## src/hsv2rgb_pkg.sv

```systemverilog
// Shared constants and types for the HSV to RGB converter.
package hsv2rgb_pkg;

    localparam int FRAC_BITS  = 16;
    localparam int HUE_W      = 25;
    localparam int FRAC_W     = FRAC_BITS + 1;          // 0..1 inclusive
    localparam int CH_W       = 8;
    localparam int IN_DATA_W  = HUE_W + 2 * FRAC_W;
    localparam int IN_TDATA_W = ((IN_DATA_W + 7) / 8) * 8;
    localparam int OUT_DATA_W = 3 * CH_W;
    localparam int OUT_TDATA_W = ((OUT_DATA_W + 7) / 8) * 8;

    localparam logic [FRAC_W-1:0] ONE = FRAC_W'(1) << FRAC_BITS;

    // hue/60 as hue/4/15; reciprocal of 15 exact for 23-bit dividends
    localparam int HUE_PRE_SHIFT = 2;
    localparam int HUE_N_W       = HUE_W - HUE_PRE_SHIFT;
    localparam int RECIP_SHIFT   = HUE_N_W + 4;
    localparam int RECIP_W       = 24;
    localparam logic [RECIP_W-1:0] RECIP = RECIP_W'(((64'd1 << RECIP_SHIFT) + 64'd14) / 64'd15);
    localparam int PROD_W        = HUE_N_W + RECIP_W;
    localparam int HQ_W          = PROD_W - RECIP_SHIFT;
    localparam int INT_W         = HQ_W - FRAC_BITS;
    localparam logic [INT_W-1:0] SECTORS = INT_W'(6);

    localparam logic [CH_W-1:0] CH_MAX = CH_W'(255);

    typedef enum logic [2:0] {
        SEC_RY = 3'd0,
        SEC_YG = 3'd1,
        SEC_GC = 3'd2,
        SEC_CB = 3'd3,
        SEC_BM = 3'd4,
        SEC_MR = 3'd5
    } sector_t;

endpackage

```

## src/hsv2rgb_hue_div.sv

```systemverilog
// Hue divide by 60: registered reciprocal product, then sector (mod 6) and fraction.
module hsv2rgb_hue_div
(
    input  logic                               clk,
    input  logic                               en,
    input  logic [hsv2rgb_pkg::HUE_W-1:0]      hue,
    output hsv2rgb_pkg::sector_t               sector,
    output logic [hsv2rgb_pkg::FRAC_BITS-1:0]  frac
);
    import hsv2rgb_pkg::*;

    logic [HUE_N_W-1:0] hue_n;
    logic [PROD_W-1:0]  prod;
    logic [HQ_W-1:0]    hq_reg;
    logic [INT_W-1:0]   int_part;
    logic [INT_W-1:0]   int_wrapped;

    assign hue_n = hue[HUE_W-1:HUE_PRE_SHIFT];
    assign prod  = PROD_W'(hue_n) * PROD_W'(RECIP);

    always_ff @(posedge clk)
    begin
        if (en)
        begin
            hq_reg <= prod[RECIP_SHIFT +: HQ_W];
        end
    end

    // integer part is at most 8, so one subtract wraps it
    assign int_part    = hq_reg[HQ_W-1:FRAC_BITS];
    assign int_wrapped = (int_part >= SECTORS) ? int_part - SECTORS : int_part;
    assign sector      = sector_t'(int_wrapped[2:0]);
    assign frac        = hq_reg[FRAC_BITS-1:0];

endmodule

```

## src/hsv_to_rgb_fixed_point_core.sv

```systemverilog
// HSV to RGB converter, top level: four-stage pipeline with stream ports.
//
// Converts one HSV pixel to 8-bit RGB per clock cycle while the output is not
// stalled. Stage one multiplies hue by a reciprocal of 60 and clamps
// saturation and brightness to one; stage two forms the sector, s*f, s*(1-f)
// and p; stage three forms q and t; stage four picks v, p, q or t per channel
// and scales by 255 into the output register. Every multiplier is followed by
// a register. Each stage has its own valid bit and enable, so bubbles close up
// and a stall at the output holds every word in place.
module hsv_to_rgb_fixed_point_core
(
    input  logic                                 clk,
    input  logic                                 rst_n,
    input  logic                                 s_axis_tvalid,
    output logic                                 s_axis_tready,
    // hue [24:0], saturation [41:25], brightness [58:42], zero fill above
    input  logic [hsv2rgb_pkg::IN_TDATA_W-1:0]   s_axis_tdata,
    output logic                                 m_axis_tvalid,
    input  logic                                 m_axis_tready,
    // red [7:0], green [15:8], blue [23:16]
    output logic [hsv2rgb_pkg::OUT_TDATA_W-1:0]  m_axis_tdata
);
    import hsv2rgb_pkg::*;

    logic [3:0]           vld_reg;
    logic [3:0]           en;

    logic [HUE_W-1:0]     in_hue;
    logic [FRAC_W-1:0]    in_s;
    logic [FRAC_W-1:0]    in_v;

    logic [FRAC_W-1:0]    s1_s_reg;
    logic [FRAC_W-1:0]    s1_v_reg;
    sector_t              s1_sector;
    logic [FRAC_BITS-1:0] s1_frac;

    logic [2*FRAC_W-1:0]  sf_prod;
    logic [2*FRAC_W-1:0]  st_prod;
    logic [2*FRAC_W-1:0]  p_prod;
    sector_t              s2_sector_reg;
    logic [FRAC_W-1:0]    s2_v_reg;
    logic [FRAC_W-1:0]    s2_sf_reg;
    logic [FRAC_W-1:0]    s2_st_reg;
    logic [FRAC_W-1:0]    s2_p_reg;

    logic [2*FRAC_W-1:0]  q_prod;
    logic [2*FRAC_W-1:0]  t_prod;
    sector_t              s3_sector_reg;
    logic [FRAC_W-1:0]    s3_v_reg;
    logic [FRAC_W-1:0]    s3_p_reg;
    logic [FRAC_W-1:0]    s3_q_reg;
    logic [FRAC_W-1:0]    s3_t_reg;

    logic [FRAC_W-1:0]    sel_r;
    logic [FRAC_W-1:0]    sel_g;
    logic [FRAC_W-1:0]    sel_b;
    logic [FRAC_W+CH_W-1:0] r_prod;
    logic [FRAC_W+CH_W-1:0] g_prod;
    logic [FRAC_W+CH_W-1:0] b_prod;
    logic [CH_W-1:0]      red_reg;
    logic [CH_W-1:0]      green_reg;
    logic [CH_W-1:0]      blue_reg;

    // a stage loads when empty or when the stage after it moves on
    assign en[3] = !vld_reg[3] || m_axis_tready;
    assign en[2] = !vld_reg[2] || en[3];
    assign en[1] = !vld_reg[1] || en[2];
    assign en[0] = !vld_reg[0] || en[1];

    assign s_axis_tready = en[0];
    assign m_axis_tvalid = vld_reg[3];
    assign m_axis_tdata  = OUT_TDATA_W'({blue_reg, green_reg, red_reg});

    always_ff @(posedge clk or negedge rst_n)
    begin
        if (!rst_n)
        begin
            vld_reg <= '0;
        end
        else
        begin
            if (en[0]) vld_reg[0] <= s_axis_tvalid;
            if (en[1]) vld_reg[1] <= vld_reg[0];
            if (en[2]) vld_reg[2] <= vld_reg[1];
            if (en[3]) vld_reg[3] <= vld_reg[2];
        end
    end

    // stage 1
    assign in_hue = s_axis_tdata[HUE_W-1:0];
    assign in_s   = s_axis_tdata[HUE_W +: FRAC_W];
    assign in_v   = s_axis_tdata[HUE_W+FRAC_W +: FRAC_W];

    hsv2rgb_hue_div u_hue_div
    (
        .clk    (clk),
        .en     (en[0]),
        .hue    (in_hue),
        .sector (s1_sector),
        .frac   (s1_frac)
    );

    always_ff @(posedge clk)
    begin
        if (en[0])
        begin
            s1_s_reg <= (in_s > ONE) ? ONE : in_s;
            s1_v_reg <= (in_v > ONE) ? ONE : in_v;
        end
    end

    // stage 2
    assign sf_prod = (2*FRAC_W)'(s1_s_reg) * (2*FRAC_W)'(s1_frac);
    assign st_prod = (2*FRAC_W)'(s1_s_reg) * (2*FRAC_W)'(ONE - FRAC_W'(s1_frac));
    assign p_prod  = (2*FRAC_W)'(s1_v_reg) * (2*FRAC_W)'(ONE - s1_s_reg);

    always_ff @(posedge clk)
    begin
        if (en[1])
        begin
            s2_sector_reg <= s1_sector;
            s2_v_reg      <= s1_v_reg;
            s2_sf_reg     <= sf_prod[FRAC_BITS +: FRAC_W];
            s2_st_reg     <= st_prod[FRAC_BITS +: FRAC_W];
            s2_p_reg      <= p_prod[FRAC_BITS +: FRAC_W];
        end
    end

    // stage 3
    assign q_prod = (2*FRAC_W)'(s2_v_reg) * (2*FRAC_W)'(ONE - s2_sf_reg);
    assign t_prod = (2*FRAC_W)'(s2_v_reg) * (2*FRAC_W)'(ONE - s2_st_reg);

    always_ff @(posedge clk)
    begin
        if (en[2])
        begin
            s3_sector_reg <= s2_sector_reg;
            s3_v_reg      <= s2_v_reg;
            s3_p_reg      <= s2_p_reg;
            s3_q_reg      <= q_prod[FRAC_BITS +: FRAC_W];
            s3_t_reg      <= t_prod[FRAC_BITS +: FRAC_W];
        end
    end

    // stage 4
    always_comb
    begin
        case (s3_sector_reg)
            SEC_RY:
            begin
                sel_r = s3_v_reg; sel_g = s3_t_reg; sel_b = s3_p_reg;
            end
            SEC_YG:
            begin
                sel_r = s3_q_reg; sel_g = s3_v_reg; sel_b = s3_p_reg;
            end
            SEC_GC:
            begin
                sel_r = s3_p_reg; sel_g = s3_v_reg; sel_b = s3_t_reg;
            end
            SEC_CB:
            begin
                sel_r = s3_p_reg; sel_g = s3_q_reg; sel_b = s3_v_reg;
            end
            SEC_BM:
            begin
                sel_r = s3_t_reg; sel_g = s3_p_reg; sel_b = s3_v_reg;
            end
            default:
            begin
                sel_r = s3_v_reg; sel_g = s3_p_reg; sel_b = s3_q_reg;
            end
        endcase
    end

    assign r_prod = (FRAC_W+CH_W)'(sel_r) * (FRAC_W+CH_W)'(CH_MAX);
    assign g_prod = (FRAC_W+CH_W)'(sel_g) * (FRAC_W+CH_W)'(CH_MAX);
    assign b_prod = (FRAC_W+CH_W)'(sel_b) * (FRAC_W+CH_W)'(CH_MAX);

    always_ff @(posedge clk)
    begin
        if (en[3])
        begin
            red_reg   <= r_prod[FRAC_BITS +: CH_W];
            green_reg <= g_prod[FRAC_BITS +: CH_W];
            blue_reg  <= b_prod[FRAC_BITS +: CH_W];
        end
    end

endmodule
```

## config.mk

```make
export PLATFORM = sky130hd
export DESIGN_NAME = hsv_to_rgb_fixed_point_core
export DESIGN_NICKNAME = d
export VERILOG_FILES = /design/src/hsv2rgb_pkg.sv /design/src/hsv2rgb_hue_div.sv /design/src/hsv_to_rgb_fixed_point_core.sv
export SDC_FILE = /design/constraint.sdc
export NUM_CORES = 2
export LEC_CHECK = 0
export ABC_CLOCK_PERIOD_IN_PS = 18700
export BUFFER_PORTS_ARGS = -buffer_cell sky130_fd_sc_hd__buf_2
export CAP_MARGIN = 40
export CORE_MARGIN = 2
export CORE_UTILIZATION = 60
export CTS_BUF_LIST = sky130_fd_sc_hd__clkbuf_8
export DETAILED_ROUTE_END_ITERATION = 8
export PLACE_DENSITY = 0.85
export SLEW_MARGIN = 20
export SYNTH_ARGS = -nofsm -noshare
export SYNTH_HDL_FRONTEND = slang
export SYNTH_SLANG_ARGS = --single-unit
```

## constraint.sdc

```tcl
create_clock -name clk -period 18.7 [get_ports clk]
set_input_delay 2.805 -clock clk [delete_from_list [all_inputs] [get_ports clk]]
set_output_delay 2.805 -clock clk [all_outputs]
set_load 0.01 [all_outputs]
```

# Word level (Yosys, flattened, before mapping)

Index checks and enable logic that the tools add are counted.

Add/subtract/negate cells: 5
$mul: 9
Magnitude comparators: 3
Equal/unequal tests: 4
Multiplexer cells: 4
Reductions and logical operators: 13

Operators by type and width:

| cell                                                               | count |
|---|---|
| case mux 17 bit (3 select lines)                                   | 3 |
| multiplier 18 x 18 -> 33 bit                                       | 4 |
| multiplier 17 x 8 -> 24 bit (second input constant)                | 3 |
| subtractor 17 x 17 -> 18 bit (first input constant)                | 3 |
| multiplier 23 x 24 -> 47 bit (second input constant)               | 1 |
| > comparator 17 bit (second input constant)                        | 2 |
| multiplier 17 x 16 -> 33 bit                                       | 1 |
| subtractor 17 x 16 -> 18 bit (first input constant)                | 1 |
| OR reduction 2 bit                                                 | 4 |
| == test 3 x 2 -> 1 bit (second input constant)                     | 2 |
| greater-or-equal comparator 4 x 3 -> 1 bit (second input constant) | 1 |
| logical NOT 1 bit                                                  | 4 |
| logical OR 1 bit                                                   | 4 |
| == test 3 x 1 -> 1 bit (second input constant)                     | 1 |
| == test 3 bit (second input constant)                              | 1 |
| logical NOT 3 bit                                                  | 1 |
| two-way mux 3 bit                                                  | 1 |
| subtractor 3 bit (second input constant)                           | 1 |

Bits in registers: 224
Bits of input ports: 68
Output and inout bits: 26

# Depth between registers and ports, before layout

Depth after elaboration: 5
Mapped depth: 33

# Hierarchy

A second synthesis with hierarchy kept.

Cells, all modules: 7,359
Area, all modules: 68,777.2 um^2

By module, submodules not included:

| module                      | times used | cells an instance | area each (um^2) | seq. area each (um^2) |
|---|---|---|---|---|
| hsv_to_rgb_fixed_point_core | 1          | 6,789             | 63,190.6         | 6,105.9 |
| hsv2rgb_hue_div             | 1          | 570               | 5,586.6          | 600.6 |

# Worst setup path after synthesis

Ideal clock, no wire load.

Path kind: reg2reg
From: reg s1_s_reg[0]
To: reg s2_p_reg[15] (data pin)
Arrival time: 7.809 ns
Required time: 18.441 ns
Path slack: 10.632 ns
Stages on the path, launching flop included: 33
Path buffers: 3
Cell sequence: edfxtp_1 clkbuf_1 clkbuf_1 inv_1 ha_1 nand2b_1 nor4_1 and2_1 nand3b_1 nor4_1 xor2_1 clkbuf_1 nand2_1 fa_1 fa_1 inv_1 fa_1 fa_1 fa_1 inv_1 fa_1 inv_1 ha_1 a21o_1 a21o_1 a21o_1 a21oi_1 o21ai_0 a41o_1 a21o_1 or4_4 and2_1 xor2_1

Longest elaborated chain between the ends: 2

RTL lines:

| what                         | RTL line                           | source |
|---|---|---|
| start, declared              | hsv_to_rgb_fixed_point_core.sv:32  | `logic [FRAC_W-1:0] s1_s_reg;` |
| start signal, assigned       | hsv_to_rgb_fixed_point_core.sv:107 | `s1_s_reg <= (in_s > ONE) ? ONE : in_s;` |
| subtractor 17 x 17 -> 18 bit | hsv_to_rgb_fixed_point_core.sv:115 | `assign p_prod = (2*FRAC_W)'(s1_v_reg) * (2*FRAC_W)'(ONE - s1_s_reg);` |
| multiplier 18 x 18 -> 33 bit | hsv_to_rgb_fixed_point_core.sv:115 |  |
| named net p_prod[31]         | hsv_to_rgb_fixed_point_core.sv:39  | `logic [2*FRAC_W-1:0] p_prod;` |
| end signal, assigned         | hsv_to_rgb_fixed_point_core.sv:125 | `s2_p_reg <= p_prod[FRAC_BITS +: FRAC_W];` |
| end, declared                | hsv_to_rgb_fixed_point_core.sv:44  | `logic [FRAC_W-1:0] s2_p_reg;` |

The timed path passes the listed nets, and every way through them passes these cells.
A chain may end at the register's enable or synchronous reset.

# Worst setup path after layout

From: reg s1_s_reg[1]
To: reg s2_p_reg[15] (data pin)

Same word-level chain as after synthesis.

==> run summary <==
status = finished, final reports clean
total track usage = 0.284
CP dominant cell by count = fa_1
sequential cell area fraction in the yosys report = 0.0982
GRT overflow = 0
DRC = 0
global-route wire length before repair = 266000 µm
Num CTS Buffers = 42
vias = 49300
mux contribution to synthesized area = 0.0100
critical path class = reg2reg
Synth Area in Adders = 0.568
Via-to-Cell Ratio = 5.60
final hold slack = 416 ps
Hold WC Path Type = reg2reg
Final ANT Viol Nets = 0
die height = 341 µm
Clock Path Buffers = 3
number of synthesized register bits = 224
Largest register FFs = 20
initial antenna violation count = 3
Top-Level Pins = 94
share of cells above drive strength 1 = 0.0506
crit-path max cell delay = 520 ps
Syn Inst Count = 7278
TNS Setup = 0 ps
Resize count post-CTS = 0
largest net degree at the start of global routing = 86
Placed Area = 0.0707 mm²
Port Buffers = 86
Core Util, Final = 0.637
syn_area_per_cell = 9.38 µm²
Worst-path clk slew = 60 ps
Max Clock Skew = 68.4 ps
die width = 341 µm
RSZ-0062 raised after global routing = false
Tmin final = 8720 ps
Tcrit/Tclk final = 0.466
grt peak-use layer = met2
initial drt markers = 3581
CP delay by family, top = adder cells
fin nets = 9577
Post-Syn Area = 0.0683 mm²
Unique masters post-synth = 73
Placer Congestion = 0.927
Worst setup SP type = flop
Synth Area in Compound Gates = 0.0405
Critical Path AT = 9110 ps
Worst Path Buf+Inv = 6
routing usage on met1 = 0.350
FP Rows = 123
wire per inst = 18.2 µm
Final Max Slew Viols = 0
Post-DP HPWL = 127000 µm
Slowest cell on crit path = nor4_1
largest family of logic cells by synthesized area = adder cells
fillers = 8540
async set-reset flop share out of synthesis = 0.0179
Core ar. = 0.113 mm²
Post-Route WL = 160000 µm
Max Freq = 115 MHz
starting density of the core = 0.606
root buf cell = clkbuf_8
Post-CTS Hold Fix Bufs = 0
Setup Buffers After CTS = 0
clk sinks = 224
finished layout cell area = 0.0718 mm²
met2 demand-to-capacity share in global routing = 0.492
final setup fails = 0
Post-Synth XOR/XNOR Area = 0.0258
# H-tree levels = 2
slew margin rel. = 0.283
worst-margin pin slew = 1080 ps
vias in the first global route = 54600
Max Cap Violations = 0
die area = 0.117 mm²
Critical Path RT = 19090 ps
simple-gate area share of the yosys netlist = 0.138
drt pass-1 iters = 8
synthesis-to-finish area growth = 5.09%
met3 GRT Util = 0.0524
CP Capture Type = flop
CTS tree = built
worst-skew pair later-pin latency = 670 ps
crit path max fanout = 35
Most used DFF post-synth = edfxtp_1
Net Count, Synth = 9588
synthesis warning total = 0
Post-synth EDFFs = 220
Final Hold Fails = 0
cell usage in the layout (no fill, tap or decap), drive strengths merged, types with 18 or more instances in the layout:
cell | Yosys | routed
nand4 | 18 | 18
nor2 | 161 | 161
or2 | 32 | 32
xor2 | 55 | 55
fa | 1431 | 1431
a21oi | 138 | 138
nor3 | 42 | 42
clkbuf | 249 | 49
nor4 | 25 | 25
nand2b | 29 | 29
mux2i | 57 | 57
and2 | 544 | 544
o21a | 36 | 36
ha | 811 | 811
nand3 | 45 | 45
nor2b | 51 | 51
buf | 42 | 231
inv | 1879 | 1893
xnor2 | 146 | 146
nand2 | 950 | 950
edfxtp | 220 | 220
a21o | 54 | 54
o21ai | 72 | 72
metal layers:
metal,vias to the layer above,part of all wire
met5,-,0.000044
met3,549,0.088
met4,2,0.045
met2,2212,0.49
met1,24900,0.37
li1,21700,-
area by class of cell:
type,count,area (µm²),share of cell area
Antenna cell,4,10.0,0.000140
Clock buffer,44,606,0.00844
Clock inverter,31,302,0.00420
Inverter,1879,7050,0.0983
Multi-Input combinational cell,4884,53500,0.746
Sequential cell,224,6710,0.0935
Tap cell,1500,1880,0.0262
Timing Repair Buffer,236,1670,0.0232
cells in the mapped netlist (all sizes together), types with 51 or more instances:
cell type / n / area [µm²]
and2: 544 / 3400
inv: 1879 / 7050
nor2: 161 / 604
clkbuf: 249 / 935
ha: 811 / 10100
o21ai: 72 / 368
mux2i: 57 / 571
fa: 1431 / 28600
nor2b: 51 / 319
a21o: 54 / 405
nand2: 950 / 3570
xor2: 55 / 482
xnor2: 146 / 1280
a21oi: 138 / 691
edfxtp: 220 / 6610
worst paths after layout:
kind	from	to	slack, ps	cells past startpoint
worst min-delay path	s2_sector_reg[1]	s3_sector_reg[1]	420	0
min in group asynchronous	rst_n	vld_reg[0]	2040	1
worst min register to register	s2_sector_reg[1]	s3_sector_reg[1]	420	0
max in group asynchronous	rst_n	vld_reg[3]	16460	1
worst max register to register	s1_s_reg[1]	s2_p_reg[15]	9980	31
worst max-delay path	s1_s_reg[1]	s2_p_reg[15]	9980	31
kinds of logic after synthesis:
logic type	Yosys count
compound gates	423
xor+xnor	201
fa+ha+maj	2242
buf+inv	2170
flops	224
mux	67
simple gates	1951
stage by stage:
| stage | setup WS [ps] | std cells |
|---|---|---|
| floorplan | 10630 | 7278 |
| global placement | 10270 | 8697 |
| detailed placement | 10140 | 8710 |
| CTS | 10140 | 8785 |
| global route | 9730 | 8801 |
| finish | 9980 | 8802 |
Power is left out: the tool's default activity adds up to more than one toggle a clock period on the data nets, which glitch-free logic cannot reach.
